File: src/rtl/mcfd_pkg.sv
package mcfd_pkg;

  localparam int unsigned LIMIT_W    = 31;
  localparam int unsigned MS_W       = 32;
  localparam int unsigned THR_W      = 16;
  localparam int unsigned POS_W      = 4;
  localparam int unsigned IN_DATA_W  = 40;
  localparam int unsigned OUT_DATA_W = 40;

  // Configuration register indexes.
  localparam logic CFG_SESSION_LIMIT   = 1'b0;
  localparam logic CFG_HEARTBEAT_LIMIT = 1'b1;

  localparam logic [LIMIT_W-1:0] SESSION_LIMIT_RST   = 31'd30000;
  localparam logic [LIMIT_W-1:0] HEARTBEAT_LIMIT_RST = 31'd1000;

  // Item kinds carried in tuser.
  localparam logic REQ_BYTE = 1'b0;
  localparam logic REQ_TICK = 1'b1;

  // Framing bytes.
  localparam logic [7:0] BYTE_IDLE  = 8'hFF;
  localparam logic [7:0] BYTE_START = 8'h74; // 't'
  localparam logic [7:0] BYTE_SYNC  = 8'h71; // 'q'
  localparam logic [7:0] BYTE_END   = 8'h65; // 'e'

  // Frame positions.
  localparam logic [POS_W-1:0] POS_IDLE      = 4'd0;
  localparam logic [POS_W-1:0] POS_SYNC      = 4'd1;
  localparam logic [POS_W-1:0] POS_PAY_FIRST = 4'd2;
  localparam logic [POS_W-1:0] POS_PAY_STORE = 4'd6;
  localparam logic [POS_W-1:0] POS_END       = 4'd8;

  // One-letter commands.
  localparam logic [7:0] CMD_THR_UP   = 8'h3D; // '='
  localparam logic [7:0] CMD_THR_DOWN = 8'h2D; // '-'
  localparam logic [7:0] CMD_STOP     = 8'h30; // '0'
  localparam logic [7:0] CMD_MODE_LO  = 8'h31; // '1'
  localparam logic [7:0] CMD_MODE_HI  = 8'h36; // '6'
  localparam logic [7:0] CMD_GYRO     = 8'h67; // 'g'
  localparam logic [7:0] CMD_THR_ZERO = 8'h76; // 'v'
  localparam logic [7:0] CMD_ARM      = 8'h6D; // 'm'
  localparam logic [7:0] CMD_BEAT     = 8'h63; // 'c'

  localparam logic [THR_W-1:0] THR_STEP_UP   = 16'sd50;
  localparam logic [THR_W-1:0] THR_STEP_DOWN = 16'sd10;
  localparam logic [THR_W-1:0] THR_ARMED     = -16'sd10;
  localparam logic [7:0]       THR_BYTE_MAX  = 8'd100;

  typedef struct packed {
    logic            req_type;
    logic [7:0]      rx_byte;
    logic [MS_W-1:0] now_ms;
  } item_t;

  typedef struct packed {
    logic              gyro_cal_start;
    logic              stop_motors;
    logic              armed_out;
    logic [2:0]        mode_out;
    logic signed [7:0] desired_y_out;
    logic signed [7:0] desired_x_out;
    logic signed [THR_W-1:0] throttle_out;
  } result_t;

endpackage

File: src/rtl/mcfd_core.sv
module mcfd_core (
  input  logic                           clk,
  input  logic                           rst_n,
  input  logic                           cfg_we,
  input  logic                           cfg_addr,
  input  logic [mcfd_pkg::LIMIT_W-1:0]   cfg_wdata,
  input  logic                           step,
  input  mcfd_pkg::item_t                item,
  output mcfd_pkg::result_t              res
);

  logic [mcfd_pkg::LIMIT_W-1:0] session_limit_r;
  logic [mcfd_pkg::LIMIT_W-1:0] heartbeat_limit_r;

  logic [mcfd_pkg::POS_W-1:0] pos_r, pos_nxt;
  logic [7:0]                 pay_r [4];
  logic [7:0]                 pay_nxt [4];
  logic signed [mcfd_pkg::THR_W-1:0] thr_r, thr_nxt;
  logic signed [7:0]          x_r, x_nxt;
  logic signed [7:0]          y_r, y_nxt;
  logic [2:0]                 mode_r, mode_nxt;
  logic                       armed_r, armed_nxt;
  logic [mcfd_pkg::MS_W-1:0]  session_r, session_nxt;
  logic [mcfd_pkg::MS_W-1:0]  beat_r, beat_nxt;
  logic                       stop, gyro;

  logic [mcfd_pkg::MS_W-1:0]  session_age, beat_age;
  logic signed [mcfd_pkg::THR_W:0] thr_up, thr_down;
  logic signed [mcfd_pkg::THR_W-1:0] thr_up_sat, thr_down_sat, thr_cmd;
  logic [7:0]                 cmd;
  logic [mcfd_pkg::THR_W-1:0] thr_byte;
  logic [7:0]                 x_fix, y_fix;

  always_ff @(posedge clk) begin
    if (!rst_n) begin
      session_limit_r   <= mcfd_pkg::SESSION_LIMIT_RST;
      heartbeat_limit_r <= mcfd_pkg::HEARTBEAT_LIMIT_RST;
    end else if (cfg_we) begin
      case (cfg_addr)
        mcfd_pkg::CFG_SESSION_LIMIT:   session_limit_r   <= cfg_wdata;
        mcfd_pkg::CFG_HEARTBEAT_LIMIT: heartbeat_limit_r <= cfg_wdata;
        default: ;
      endcase
    end
  end

  // Elapsed times wrap modulo 2^32 like the millisecond counter.
  assign session_age = item.now_ms - session_r;
  assign beat_age    = item.now_ms - beat_r;

  // Saturating throttle steps: one extra bit holds the overflow.
  assign thr_up   = {thr_r[mcfd_pkg::THR_W-1], thr_r} +
                    {1'b0, mcfd_pkg::THR_STEP_UP};
  assign thr_down = {thr_r[mcfd_pkg::THR_W-1], thr_r} -
                    {1'b0, mcfd_pkg::THR_STEP_DOWN};
  assign thr_up_sat   = (thr_up[mcfd_pkg::THR_W] != thr_up[mcfd_pkg::THR_W-1]) ?
                        16'sh7FFF : thr_up[mcfd_pkg::THR_W-1:0];
  assign thr_down_sat = (thr_down[mcfd_pkg::THR_W] != thr_down[mcfd_pkg::THR_W-1]) ?
                        16'sh8000 : thr_down[mcfd_pkg::THR_W-1:0];

  assign cmd      = pay_r[0];
  assign thr_byte = {5'd0, pay_r[1], 3'd0} + {7'd0, pay_r[1], 1'b0};
  // Negative setpoints are raised by one.
  assign x_fix    = pay_r[2] + {7'd0, pay_r[2][7]};
  assign y_fix    = pay_r[3] + {7'd0, pay_r[3][7]};

  always_comb begin
    case (cmd)
      mcfd_pkg::CMD_THR_UP:   thr_cmd = thr_up_sat;
      mcfd_pkg::CMD_THR_DOWN: thr_cmd = thr_down_sat;
      mcfd_pkg::CMD_THR_ZERO: thr_cmd = '0;
      mcfd_pkg::CMD_ARM:      thr_cmd = mcfd_pkg::THR_ARMED;
      default:                thr_cmd = thr_r;
    endcase
  end

  always_comb begin
    pos_nxt     = pos_r;
    pay_nxt     = pay_r;
    thr_nxt     = thr_r;
    x_nxt       = x_r;
    y_nxt       = y_r;
    mode_nxt    = mode_r;
    armed_nxt   = armed_r;
    session_nxt = session_r;
    beat_nxt    = beat_r;
    stop        = 1'b0;
    gyro        = 1'b0;

    if (item.req_type == mcfd_pkg::REQ_TICK) begin
      if (session_age > {1'b0, session_limit_r} || beat_age > {1'b0, heartbeat_limit_r}) begin
        armed_nxt = 1'b0;
      end
      stop = !armed_nxt;
    end else if (item.rx_byte != mcfd_pkg::BYTE_IDLE) begin
      if (pos_r == mcfd_pkg::POS_IDLE && item.rx_byte == mcfd_pkg::BYTE_START) begin
        pos_nxt = mcfd_pkg::POS_SYNC;
      end else if (pos_r == mcfd_pkg::POS_SYNC && item.rx_byte == mcfd_pkg::BYTE_SYNC) begin
        pos_nxt = mcfd_pkg::POS_PAY_FIRST;
      end else if (pos_r >= mcfd_pkg::POS_PAY_FIRST && pos_r < mcfd_pkg::POS_END) begin
        if (pos_r < mcfd_pkg::POS_PAY_STORE) begin
          pay_nxt[pos_r[1:0] - 2'd2] = item.rx_byte;
        end
        pos_nxt = pos_r + 4'd1;
      end else if (pos_r == mcfd_pkg::POS_END && item.rx_byte == mcfd_pkg::BYTE_END) begin
        pos_nxt = mcfd_pkg::POS_IDLE;
        thr_nxt = thr_cmd;
        case (cmd)
          mcfd_pkg::CMD_STOP: begin
            stop      = 1'b1;
            armed_nxt = 1'b0;
          end
          mcfd_pkg::CMD_GYRO: gyro = 1'b1;
          mcfd_pkg::CMD_ARM: begin
            armed_nxt   = 1'b1;
            session_nxt = item.now_ms;
          end
          mcfd_pkg::CMD_BEAT: beat_nxt = item.now_ms;
          default: ;
        endcase
        if (cmd >= mcfd_pkg::CMD_MODE_LO && cmd <= mcfd_pkg::CMD_MODE_HI) begin
          mode_nxt = cmd[2:0] - mcfd_pkg::CMD_MODE_LO[2:0];
        end
        if (pay_r[1] <= mcfd_pkg::THR_BYTE_MAX) begin
          thr_nxt = thr_byte;
        end
        x_nxt      = x_fix;
        y_nxt      = y_fix;
        pay_nxt[2] = x_fix;
        pay_nxt[3] = y_fix;
      end else begin
        pos_nxt = mcfd_pkg::POS_IDLE;
      end
    end
  end

  always_ff @(posedge clk) begin
    if (!rst_n) begin
      pos_r     <= mcfd_pkg::POS_IDLE;
      pay_r     <= '{default: 8'd0};
      thr_r     <= '0;
      x_r       <= '0;
      y_r       <= '0;
      mode_r    <= '0;
      armed_r   <= 1'b0;
      session_r <= '0;
      beat_r    <= '0;
    end else if (step) begin
      pos_r     <= pos_nxt;
      pay_r     <= pay_nxt;
      thr_r     <= thr_nxt;
      x_r       <= x_nxt;
      y_r       <= y_nxt;
      mode_r    <= mode_nxt;
      armed_r   <= armed_nxt;
      session_r <= session_nxt;
      beat_r    <= beat_nxt;
    end
  end

  assign res.throttle_out   = thr_nxt;
  assign res.desired_x_out  = x_nxt;
  assign res.desired_y_out  = y_nxt;
  assign res.mode_out       = mode_nxt;
  assign res.armed_out      = armed_nxt;
  assign res.stop_motors    = stop;
  assign res.gyro_cal_start = gyro;

  a_pos_range: assert property (@(posedge clk) disable iff (!rst_n)
    pos_r <= mcfd_pkg::POS_END)
    else $error("frame position out of range");

  a_gyro_byte_only: assert property (@(posedge clk) disable iff (!rst_n)
    gyro |-> (item.req_type == mcfd_pkg::REQ_BYTE && pos_r == mcfd_pkg::POS_END))
    else $error("gyro pulse outside a completed frame");

  a_tick_stop: assert property (@(posedge clk) disable iff (!rst_n)
    (item.req_type == mcfd_pkg::REQ_TICK) |-> (stop == !armed_nxt))
    else $error("tick stop flag disagrees with armed state");

  a_mode_range: assert property (@(posedge clk) disable iff (!rst_n)
    mode_r <= 3'd5)
    else $error("mode out of range");

  a_arm_stamp: assert property (@(posedge clk) disable iff (!rst_n)
    (step && !armed_r && armed_nxt) |=> (session_r == $past(item.now_ms)))
    else $error("arming did not stamp the session start");

endmodule

File: src/rtl/motor_command_frame_decoder_unit.sv
// Motor command frame decoder.
// The in_ channel carries one item per handshake: a received serial byte
// (in_tuser low) or a periodic safety tick (in_tuser high), each with the
// current millisecond count. Bytes assemble frames of 't', 'q', six payload
// bytes and 'e'; a complete frame applies a command, throttle and setpoints.
// A tick disarms the block on a session or heartbeat timeout.
// Every accepted item produces exactly one result item on the out_ channel
// carrying the current throttle, setpoints, mode, armed state and pulses.
// The cfg_ port writes one of the two timeout limits per cycle; write it
// only while no item is in flight.
// The accepting edge loads the input register; the result is written into
// the output register once that register is empty or being read. One item
// per cycle is sustained while the receiver takes every result; the per-item
// update is a single pass of logic on the state.
// When the receiver stalls, the result holds in the output register and the
// input register still takes one more item; in_tready then drops.
// Reset (rst_n low at a clock edge) clears the frame and control state,
// restores the default limits and empties both registers.
module motor_command_frame_decoder_unit (
  input  logic                               clk,
  input  logic                               rst_n,
  input  logic                               cfg_we,
  input  logic                               cfg_addr,
  input  logic [mcfd_pkg::LIMIT_W-1:0]       cfg_wdata,
  input  logic                               in_tvalid,
  output logic                               in_tready,
  // [7:0] rx_byte, [39:8] now_ms
  input  logic [mcfd_pkg::IN_DATA_W-1:0]     in_tdata,
  // [0] req_type
  input  logic                               in_tuser,
  output logic                               out_tvalid,
  input  logic                               out_tready,
  // [15:0] throttle_out, [23:16] desired_x_out, [31:24] desired_y_out,
  // [34:32] mode_out, [35] armed_out, [36] stop_motors, [37] gyro_cal_start
  output logic [mcfd_pkg::OUT_DATA_W-1:0]    out_tdata
);

  logic              in_vld_r;
  mcfd_pkg::item_t   item_r;
  logic              out_vld_r;
  mcfd_pkg::result_t res_r;
  mcfd_pkg::result_t res;
  logic              advance;

  assign advance   = in_vld_r && (!out_vld_r || out_tready);
  assign in_tready = !in_vld_r || advance;

  always_ff @(posedge clk) begin
    if (!rst_n) begin
      in_vld_r <= 1'b0;
    end else if (in_tready) begin
      in_vld_r <= in_tvalid;
    end
  end

  always_ff @(posedge clk) begin
    if (in_tready && in_tvalid) begin
      item_r.req_type <= in_tuser;
      item_r.rx_byte  <= in_tdata[7:0];
      item_r.now_ms   <= in_tdata[39:8];
    end
  end

  mcfd_core u_core (
    .clk       (clk),
    .rst_n     (rst_n),
    .cfg_we    (cfg_we),
    .cfg_addr  (cfg_addr),
    .cfg_wdata (cfg_wdata),
    .step      (advance),
    .item      (item_r),
    .res       (res)
  );

  always_ff @(posedge clk) begin
    if (!rst_n) begin
      out_vld_r <= 1'b0;
    end else if (advance) begin
      out_vld_r <= 1'b1;
    end else if (out_tready) begin
      out_vld_r <= 1'b0;
    end
  end

  always_ff @(posedge clk) begin
    if (advance) begin
      res_r <= res;
    end
  end

  assign out_tvalid = out_vld_r;
  assign out_tdata  = {2'b00, res_r};

endmodule

File: config.mk
export PLATFORM = sky130hd
export DESIGN_NAME = motor_command_frame_decoder_unit
export DESIGN_NICKNAME = d
export VERILOG_FILES = /design/src/rtl/mcfd_pkg.sv /design/src/rtl/mcfd_core.sv /design/src/rtl/motor_command_frame_decoder_unit.sv
export SDC_FILE = /design/constraint.sdc
export NUM_CORES = 1
export LEC_CHECK = 0
export BUFFER_PORTS_ARGS = -buffer_cell sky130_fd_sc_hd__clkbuf_2
export CORE_UTILIZATION = 35
export CTS_CLUSTER_SIZE = 28
export DETAILED_ROUTE_END_ITERATION = 8
export GPL_ROUTABILITY_DRIVEN = 0
export GPL_TIMING_DRIVEN = 0
export SYNTH_ARGS = -nofsm -noshare
export SYNTH_HDL_FRONTEND = slang
export SYNTH_SLANG_ARGS = --single-unit
File: constraint.sdc
create_clock -name clk -period 9.35 [get_ports clk]
set_input_delay 2.3375 -clock clk [delete_from_list [all_inputs] [get_ports clk]]
set_output_delay 2.3375 -clock clk [all_outputs]
set_load 0.05 [all_outputs]
* Word-level counts from Yosys, hierarchy flattened *
Index checks and enable logic that the tools add are counted.

cells by class
  add/sub/neg operators = 10
  bitwise logic cells = 8
  divide/modulo/power cells = 0
  shifts and indexed selects = 0
  $mul = 0
  muxes and demuxes = 57
  magnitude comparators = 10
  eq/ne operators = 16
  reduce and logical (&&, ||, !) cells = 25

operators by type and width
  cell                                                                count
  2-to-1 mux 16 bit                                                   12
  2-to-1 mux 8 bit                                                    13
  greater-than comparator 32 x 31 -> 1 bit                            2
  one-hot mux 16 bit (4 select lines)                                 1
  subtractor 32 bit                                                   2
  equality test 8 x 7 -> 1 bit (second input constant)                7
  bitwise mux 32 bit                                                  1
  equality test 8 x 6 -> 1 bit (second input constant)                3
  2-to-1 mux 3 bit                                                    7
  2-to-1 mux 1 bit                                                    18
  adder 16 x 7 -> 17 bit (second input constant)                      1
  subtractor 16 x 5 -> 17 bit (second input constant)                 1
  adder 8 x 1 -> 8 bit                                                2
  demux 8 bit (select 2 bit)                                          1
  AND reduction 8 bit                                                 2
  AND reduction 7 bit                                                 2
  adder 11 x 9 -> 12 bit                                              1
  2-to-1 mux 4 bit                                                    3
  greater-or-equal comparator 8 x 6 -> 1 bit (second input constant)  1
  less-or-equal comparator 8 x 6 -> 1 bit (second input constant)     1
  less-or-equal comparator 8 x 7 -> 1 bit (second input constant)     1
  logical AND 1 bit                                                   8
  inequality test 8 bit (second input constant)                       1
  NOT 1 bit                                                           7
  21 further kinds                                                    28

storage, ports and cells
  memory bits (read-only) = 0
  memory bits (writable) = 0
  memories = 0
  input bits = 78
  bits in registers = 279
  logic and storage cells = 152
  bits in latches = 0
  output and inout bits = 42

* Logic depth before layout (Yosys ltp) *
Gate-level depths: netlist (run 1).

  word-level depth = 11
  depth in mapped cells = 23
  mapped depth without buffers = 23

* Cells and area by module *
A second synthesis (run 1) with hierarchy kept.

second synthesis, totals
  cells, all modules = 2011
  area, all modules = 16502.1 sq um

modules (own cells, without submodules)
  module                            cells an instance  instances  area an instance (sq um)  seq. area each (sq um)
  mcfd_core                         1920               1          14007.2                   3963.8
  motor_command_frame_decoder_unit  91                 1          2494.9                    2412.3

* Worst setup path after synthesis (run 1) *
OpenSTA, ideal clock, no wires.

  kind = input port to output port
  start = input out_tready
  end = output in_tready
  cell stages on the path = 2
  data arrival time = 2.888 ns
  path buffers = 0
  data required time = 7.013 ns
  setup slack = 4.125 ns
  path through = nor2b_1 > nand2_1

on the way
  word-level cells in the longest chain between the ends = 3

ends and longest elaborated chain
  what               line                                    RTL
  start, declared    motor_command_frame_decoder_unit.sv:32  input logic out_tready,
  logical OR 1 bit   motor_command_frame_decoder_unit.sv:45  assign advance = in_vld_r && (!out_vld_r || out_tready);
  logical AND 1 bit  motor_command_frame_decoder_unit.sv:45
  logical OR 1 bit   motor_command_frame_decoder_unit.sv:46  assign in_tready = !in_vld_r || advance;
  end, declared      motor_command_frame_decoder_unit.sv:26  output logic in_tready,

Every way passes these cells.

==> flow_summary.toml, run 1 <==
[outcome]
status = "finished, violations left"
violations = "DRC"

[synth]
synth_area_leaders = "dfxtp_1 (24%), edfxtp_1 (14%), ha_1 (11%), nand2_1 (9.1%), a21oi_1 (8.3%)"
synth_top_area_cell = "dfxtp_1"
yosysMostFrequentCell = "nand2_1"
syn_inst = 2073
ys_seq_area_share_pct = 38.2
synth_top_area_share_pct = 24.0
ys_types = 71
ys_top_cells_by_count = "nand2_1 (406), a21oi_1 (278), dfxtp_1 (200)"
synthArstFlopShare_pct = 0
synth_area_mm2 = 0.0167
synth_warnings = 0
synth_area_per_cell_um2 = 8.05
ys.flop_type = "dfxtp_1"
ys_ff_latch = 279
synth_edf_count = 79

[floorplanning]
dieArea_mm2 = 0.0486
fp.coreArea_mm2 = 0.0468
rows = 79
die_width_um = 220
pin_count = 120
start_util_pct = 35.7
die_h_um = 220

[clocking]
root_buffer = "clkbuf_16"
cts_max_level = 2
post_cts_resized = 0
post_cts_buffers = 0
postCtsHoldBufs = 0
clockBufferDepth = 3
clock_latency_ns = 0.56
clkTransAtPathRegs_ns = 0.06
numCtsBuffers = 34
cts_tree = "built"
clkSinkCount = 279

[critical_path]
crit_family = "simple AND/OR/NAND/NOR gates"
r2r_start = "item_r[0]"
startpoint = "item_r[0]"
crit_slowest_cell = "nor4_1"
path_cells = "inv_1 > ha_1 > inv_1 > fa_1 > a21o_1 > a21oi_1 > o21ai_1 > nor4bb_1 > or3_4 > a21o_1 > a21oi_1 > o311ai_0 > ha_1 > nand4_1 > nor4_1 > nand4_1 > a21oi_1 > a21oi_1 > or2_1"
arrival_ns = 6.12
worstPathRequired_ns = 9.64
crit_path_start_kind = "flop"
endpoint_kind = "flop"
cp_common_cell = "a21oi_1"
worstSetupPathType = "flop to flop"
max_stage_delay_ns = 0.78
path_buf_inv = 2
cp_max_fo = 4

[layout]
synthToLayoutAreaGrowth_pct = 14.8
regArea_mm2 = 0.00638
drive_above_1_share_pct = 9.45
num_antenna_cells = 0
multi_input_area_mm2 = 0.00931
final_nets = 2456
fill_cells = 4730

[sta]
fin_setup_tns_ns = 0
slew_headroom_pct = 26.1
final_hold_viol_count = 0
fin_crit_sh_pct = 62.4
fmax_mhz = 171
setup_ws_ns = 3.52
setup_viol = 0
tightest_slew_ns = 1.10
final-max-slew-violation-count = 0
grt_setup_unrepaired = "false"
min_period_ns = 5.83
finClkSkew_ns = 0.0261

[global_route]
grt_pass1_vias = 14200
grt-ovfl-total = 0
antenna_found_initial = 0
grt_pass1_wl_mm = 76.5
grt_max_degree = 43
grt_usage_pct = 20.2

[place]
pre_cts_slack_ns = 3.64
post-dp-hpwl_mm = 37.8
portBuffers = 116

[routing]
drc = 6
via_per_inst = 5.26
ant_nets = 0
vias = 15000
wl_mm = 48.5
drt_iter0_drc = 1090
drtPass1Iterations = 7
wl_per_cell_um = 17.0

[run]
cap_violations = 0

[power_and_ir_drop]
pwr_density_cell_mw_per_mm2 = 157
leakagePower_nw = 7.08
max-vdd-ir-drop_uv = 116

[worst_hold_path]
min_from = "u_core.beat_r[7]"
worstHoldPathType = "flop to flop"
stage by stage:
stage	hold slack (ns)	util (%)	power (mW)	cells	cell area, um^2
after CTS	0.451	41.0	3.05	2860	19200
after global placement	0.439	38.6	1.71	2797	18000
final	0.450	41.0	3.01	2860	19200
after global routing	0.469	41.0	3.15	2860	19200
after floorplan	0.432	-	1.60	2074	16700
after detailed placement	0.444	38.7	1.73	2799	18100
sequential cells by signal, summed over array words and instances (netlist names):
register and count:
out_tdata 38, u_core.pos_r 4, u_core.x_r 8, u_core.session_r 32, u_core.y_r 8, in_vld_r 1
u_core.cmd 8, u_core.session_limit_r 31, u_core.beat_r 32, u_core.armed_r 1, u_core.pay_r 24, u_core.thr_r 16
u_core.heartbeat_limit_r 31, out_tvalid 1, u_core.mode_r 3, item_r 41
layout make-up:
type	count	area share, %
buffer	97	1.99
clock buffer	43	4.77
clock inverter	18	0.920
inverter	168	3.29
multi-input combinational	1530	48.6
sequential	279	33.3
tap	607	3.96
timing repair buffer	118	3.24
logic make-up (layout without fill, tap and decap cells):
group	Yosys count	count (layout)	share of synthesized area [%]
other cells	1	2	0.0225
xor+xnor	80	80	4.20
flops	279	279	38.2
simple gates	728	728	19.3
buf+inv	265	444	6.06
mux	3	3	0.180
compound gates	567	567	20.7
fa+ha+maj	150	150	11.4
per-layer routing:
layer  vias up  share of wire [%]  wire length, um  track usage, %
met5         -                  0                0               0
met4         0                3.3             1580            7.24
met3        94                6.3             3080            3.27
met2       446                 46            22500            33.6
met1      6976                 44            21300            26.2
li1       7520                  -                -               -
path summary, 6_finish.rpt:
| kind | end | slack [ns] | cells past startpoint |
|---|---|---|---|
| min | u_core.beat_r[7] | 0.45 | 2 |
| max | out_tdata[36] | 3.52 | 19 |
| min reg2reg | u_core.beat_r[7] | 0.45 | 2 |
| max reg2reg | out_tdata[36] | 3.52 | 19 |
cell usage in the layout, fill, tap and decap left out, types with 7 or more instances in the layout:
master	count
nand4_1	23
a211oi_1	11
clkbuf_2	116
ha_1	147
nor3b_1	11
buf_2	8
a21oi_1	278
xor2_1	22
o21bai_1	10
o21a_1	13
o221a_2	16
clkbuf_16	34
and3_1	15
and2_1	11
dfxtp_1	200
inv_1	166
nand2_1	406
nor2b_1	12
o21ai_0	94
xnor2_1	58
clkbuf_1	88
edfxtp_1	79
o211ai_1	23
a31oi_1	12
nand3_1	64
nor3_1	15
nand2b_1	14
o2111ai_1	7
nor2_1	119
a21o_1	38
o22ai_1	10
where the power goes:
part / switching [mW] / internal (mW)
sequential: 0.0286 / 1.28
clock: 0.553 / 0.757
combinational: 0.250 / 0.146
worst reg2reg max path, cell delays in order, from the launching register on:
cell      delay, ns
edfxtp_1       0.47
inv_1          0.15
ha_1           0.20
inv_1          0.06
fa_1           0.40
a21o_1         0.17
a21oi_1        0.32
o21ai_1        0.13
nor4bb_1       0.19
or3_4          0.37
a21o_1         0.19
a21oi_1        0.31
o311ai_0       0.23
ha_1           0.37
nand4_1        0.15
nor4_1         0.78
nand4_1        0.38
a21oi_1        0.35
a21oi_1        0.12
or2_1          0.24
Power figures use the tool's default switching activity.
==> inputs of run 2 (changes only) <==
==> constraint.sdc (replaced) <==
create_clock -name clk -period 5.4 [get_ports clk]
set_input_delay 1.35 -clock clk [delete_from_list [all_inputs] [get_ports clk]]
set_output_delay 1.35 -clock clk [all_outputs]
set_load 0.05 [all_outputs]
==> run 2 against run 1 <==
The flow still finishes with violations (DRC). Sequential share of layout area down 0.11 points. Cell count stayed put. Non-clock buffer count unchanged. Combinational power rose by 75%. Setup slack worse by 3.3 ns. Count of clock-buffer cells in the layout did not move.
==> flow_summary.toml, run 2 (same netlist as run 1, synthesis figures left out) <==
[clocking]
clkSinkCount = 279
post_cts_buffers = 0
cts_max_level = 2
post_cts_resized = 5
root_buffer = "clkbuf_16"
numCtsBuffers = 34
clockBufferDepth = 3
postCtsHoldBufs = 0
clock_latency_ns = 0.56
clkTransAtPathRegs_ns = 0.06
cts_tree = "built"

[sta]
tightest_slew_ns = 1.08
finClkSkew_ns = 0.0255
slew_headroom_pct = 27.6
final_hold_viol_count = 0
fmax_mhz = 193
final-max-slew-violation-count = 0
min_period_ns = 5.19
fin_crit_sh_pct = 96.0
whs_ns = 0.450
setup_viol = 0
grt_setup_unrepaired = "false"

[global_route]
grt_pass1_wl_mm = 76.6
grt_pass1_vias = 14200
grt_usage_pct = 20.2
grt-ovfl-total = 0
antenna_found_initial = 0
grt_max_degree = 43

[critical_path]
cp_max_fo = 4
crit_slowest_cell = "edfxtp_1"
max_stage_delay_ns = 0.48
worstSetupPathType = "flop to flop"
worstPathRequired_ns = 5.69
crit_path_start_kind = "flop"
path_cells = "inv_1 > ha_1 > inv_1 > fa_1 > a21o_1 > a21oi_2 > o21ai_1 > nor4bb_1 > or3_4 > a21o_1 > o221a_2 > a221o_1 > xnor2_1 > ha_1 > nand4_1 > nor2_4 > nand4_1 > a21oi_2 > a21oi_1 > or2_1"
arrival_ns = 5.48
endpoint_kind = "flop"

[run]
cap_violations = 0

[routing]
wl_mm = 48.5
drc = 6
via_per_inst = 5.27
wl_per_cell_um = 16.9
drt_iter0_drc = 1102
vias = 15100
drtPass1Iterations = 7
ant_nets = 0

[power_and_ir_drop]
leakagePower_nw = 7.09
p_total_mw = 5.22
pwr_density_cell_mw_per_mm2 = 271
max-vdd-ir-drop_uv = 201

[floorplanning]
dieArea_mm2 = 0.0486
start_util_pct = 35.7
die_width_um = 220
rows = 79
pin_count = 120
fp.coreArea_mm2 = 0.0468
die_h_um = 220

[layout]
synthToLayoutAreaGrowth_pct = 15.2
drive_above_1_share_pct = 9.90
fin_area_mm2 = 0.0192
largest_reg_flops = 41
final_common_cell = "nand2_1"
regMostFlops = "item_r"
post-route-util_pct = 41.1
fin_cells = 2860
final_nets = 2456
final_cell_mix = "nand2_1 (406), a21oi_1 (275), dfxtp_1 (200)"
num_antenna_cells = 0

[outcome]
violations = "DRC"
status = "finished, violations left"

[place]
portBuffers = 116
postPlaceCellArea_mm2 = 0.0181
post-dp-hpwl_mm = 37.8
dp.cells = 2799

[worst_hold_path]
worstHoldPathType = "flop to flop"
## run 2: worst paths after layout
| check | from | end | slack (ns) | cells after the start |
|---|---|---|---|---|
| min | u_core.beat_r[8] | u_core.beat_r[8] | 0.45 | 2 |
| max reg2reg | item_r[0] | out_tdata[36] | 0.21 | 20 |
| min reg2reg | u_core.beat_r[8] | u_core.beat_r[8] | 0.45 | 2 |
| max | item_r[0] | out_tdata[36] | 0.21 | 20 |
## run 2: cell type report
cell class              count  area, um^2
fillers                  4719       27500
multi-input cells        1530        9370
flip-flops and latches    279        6380
clock buffers              43         915
well taps                 607         759
inverters                 168         631
repair buffers            118         621
plain buffers              97         382
clock inverters            18         176
## run 2: critical path: cells and delay by family, from the launching register on
kind | cells | cell delay (ns)
AO/OA/AOI/OAI | 8 | 1.66
AND/OR/NAND/NOR | 6 | 1.47
adder cells (fa/ha/maj) | 3 | 0.93
flip-flops | 1 | 0.48
buffers and inverters | 2 | 0.21
XOR/XNOR | 1 | 0.16
## run 2: where the power goes
group | switching [mW] | leakage [nW] | total, mW | internal (mW)
combinational | 0.438 | 4.20 | 0.693 | 0.255
sequential | 0.0496 | 2.36 | 2.26 | 2.21
clock | 0.955 | 0.534 | 2.27 | 1.31
## run 2: stage by stage
| stage | TNS, ns | worst slack, ns |
|---|---|---|
| global route | 0 | 0.00207 |
| finish | 0 | 0.213 |
| global placement | -0.517 | -0.280 |
| detailed placement | -0.664 | -0.306 |
| CTS | 0 | 0.0355 |
| floorplan | 0 | 1.00 |
## run 2: routing by layer
layer | wire [um] | track usage, %
met5 | 0 | 0
met4 | 1520 | 7.13
met3 | 3160 | 3.27
met2 | 22600 | 33.7
met1 | 21200 | 26.2
==> inputs of run 3 (changes only) <==
--- a/config.mk
+++ b/config.mk
@@ -6,7 +6,7 @@
 export NUM_CORES = 1
 export LEC_CHECK = 0
 export BUFFER_PORTS_ARGS = -buffer_cell sky130_fd_sc_hd__clkbuf_2
-export CORE_UTILIZATION = 35
+export CORE_UTILIZATION = 45
 export CTS_CLUSTER_SIZE = 28
 export DETAILED_ROUTE_END_ITERATION = 8
 export GPL_ROUTABILITY_DRIVEN = 0
==> run 3 against run 2 <==
The flow now finishes without violations. Setup slack better by 0.028 ns. Wire length down 1.8%. Count of clock-buffer cells in the layout up 3. Global-route usage up 4.8 points. Fmax up 0.55%. Non-clock buffer count up 1. Critical path type unchanged. Largest power group unchanged.
==> flow_summary.toml, run 3 (same netlist as run 1, synthesis figures left out) <==
[global_route]
antenna_found_initial = 1
grt_pass1_wl_mm = 74.5
grt-ovfl-total = 0
grt_usage_pct = 25.0
grt_max_degree = 43
grt_pass1_vias = 14000

[sta]
setup_viol = 0
tightest_slew_ns = 0.875
final_hold_viol_count = 0
min_period_ns = 5.16
finClkSkew_ns = 0.0324
setup_ws_ns = 0.242
fmax_mhz = 194
whs_ns = 0.448
fin_crit_sh_pct = 95.5
slew_headroom_pct = 41.4
final-max-slew-violation-count = 0
fin_setup_tns_ns = 0
grt_setup_unrepaired = "false"

[critical_path]
worstRegToRegCells = 22
regToRegEndpoint = "out_tdata[36]"
arrival_ns = 5.45
crit_end = "out_tdata[36]"
endpoint_kind = "flop"
rrSetupSlack_ns = 0.24
crit_path_start_kind = "flop"
worstPathRequired_ns = 5.69
startpoint = "item_r[0]"
worstSetupPathType = "flop to flop"
cp_max_fo = 4
r2r_start = "item_r[0]"

[layout]
largest_reg_flops = 41
num_antenna_cells = 0
final_cell_mix = "nand2_1 (406), a21oi_1 (275), dfxtp_1 (200)"
synthToLayoutAreaGrowth_pct = 14.5
final_common_cell = "nand2_1"
fill_cells = 3482
final_nets = 2458
drive_above_1_share_pct = 9.61
regMostFlops = "item_r"

[floorplanning]
dieArea_mm2 = 0.0379
pin_count = 120
die_width_um = 195
start_util_pct = 45.7
die_h_um = 195
rows = 70
fp.coreArea_mm2 = 0.0365

[clocking]
cts_tree = "built"
clockBufferDepth = 3
clkSinkCount = 279
numCtsBuffers = 35
root_buffer = "clkbuf_16"
clkTransAtPathRegs_ns = 0.06
clock_latency_ns = 0.57
cts_max_level = 2

[routing]
vias = 15100
wl_per_cell_um = 17.5
via_per_inst = 5.52
drc = 0
drt_iter0_drc = 885
drtPass1Iterations = 7
wl_mm = 47.6
ant_nets = 0

[run]
cap_violations = 0

[power_and_ir_drop]
p_total_mw = 5.31
leakagePower_nw = 7.11
pwr_density_cell_mw_per_mm2 = 278
max-vdd-ir-drop_uv = 234

[worst_hold_path]
worstHoldPathType = "flop to flop"

[place]
post-dp-hpwl_mm = 36.9
pre_cts_slack_ns = -0.420
portBuffers = 116

[outcome]
status = "completed"
==> run 3: changes by cell type in the layout (fill, tap and decap cells not counted), sizes merged <==
cell,before,now
inv,171,169
clkbuf,241,244
bufinv,2,3
buf,17,18
clkinv,12,13
==> run 3: worst min path at each step <==
stage | start | to | depth (start not counted)
2_1_floorplan | u_core.beat_r[10] | u_core.beat_r[10] | 2
3_3_place_gp | u_core.beat_r[18] | u_core.beat_r[18] | 2
3_5_place_dp | u_core.session_r[12] | u_core.session_r[12] | 2
4_1_cts | u_core.session_r[12] | u_core.session_r[12] | 2
5_1_grt | u_core.session_r[25] | u_core.session_r[25] | 2
6_report | u_core.beat_r[18] | u_core.beat_r[18] | 2
==> run 3: worst max-delay path: stages (launching register included) <==
cell      delay [ns]
edfxtp_1        0.40
inv_1           0.10
ha_1            0.23
inv_1           0.07
fa_1            0.40
a21o_1          0.20
a21oi_4         0.19
o21ai_1         0.11
nor4bb_1        0.20
or3_4           0.37
a21o_1          0.23
a21oi_4         0.20
nand3_1         0.10
o311ai_1        0.16
ha_1            0.32
nand4_1         0.17
nor4_2          0.12
a221o_1         0.34
o21ai_1         0.21
nand4b_1        0.17
a21oi_2         0.22
a21oi_1         0.10
or2_1           0.28
==> run 3: cell type report <==
type,count,area (um^2),share of cell area (%)
Clock inverter,18,199,1.04
Tap cell,468,586,3.06
Multi-Input combinational cell,1530,9360,49.0
Clock buffer,46,947,4.96
Sequential cell,279,6380,33.4
Inverter,168,631,3.30
Timing Repair Buffer,119,628,3.29
Buffer,97,382,2.00
==> run 3: routing by layer <==
layer / GRT usage [%] / wire [um] / vias to the layer above
met1: 30.7 / 20600 / 7041
met4: 8.91 / 1480 / 2
met2: 43.7 / 23100 / 386
met3: 4.13 / 2380 / 97
li1: - / - / 7525
met5: 0 / 13 / -
==> run 3: timing repair <==
item                                    4_1_cts  5_1_grt
endpoints found under the setup margin        3        2
hold buffers                                  0        0
gates resized for setup                       4        7
buffers inserted                              0        1
pin swaps                                     0        3
==> run 3: metrics by stage <==
stage	area (um^2)	util, %	instances
3_5_place_dp	17900	49.0	2660
2_1_floorplan	16700	-	2074
3_3_place_gp	17900	48.9	2658
4_1_cts	19100	52.2	2724
5_1_grt	19100	52.3	2725
6_report	19100	52.3	2725
==> run 3: power by group <==
| group | internal, mW | leakage [nW] | total [mW] | switching (mW) |
|---|---|---|---|---|
| Sequential | 2.21 | 2.36 | 2.26 | 0.0477 |
| Clock | 1.39 | 0.553 | 2.36 | 0.965 |
| Combinational | 0.256 | 4.20 | 0.690 | 0.434 |
| Total | 3.86 | 7.11 | 5.31 | 1.45 |
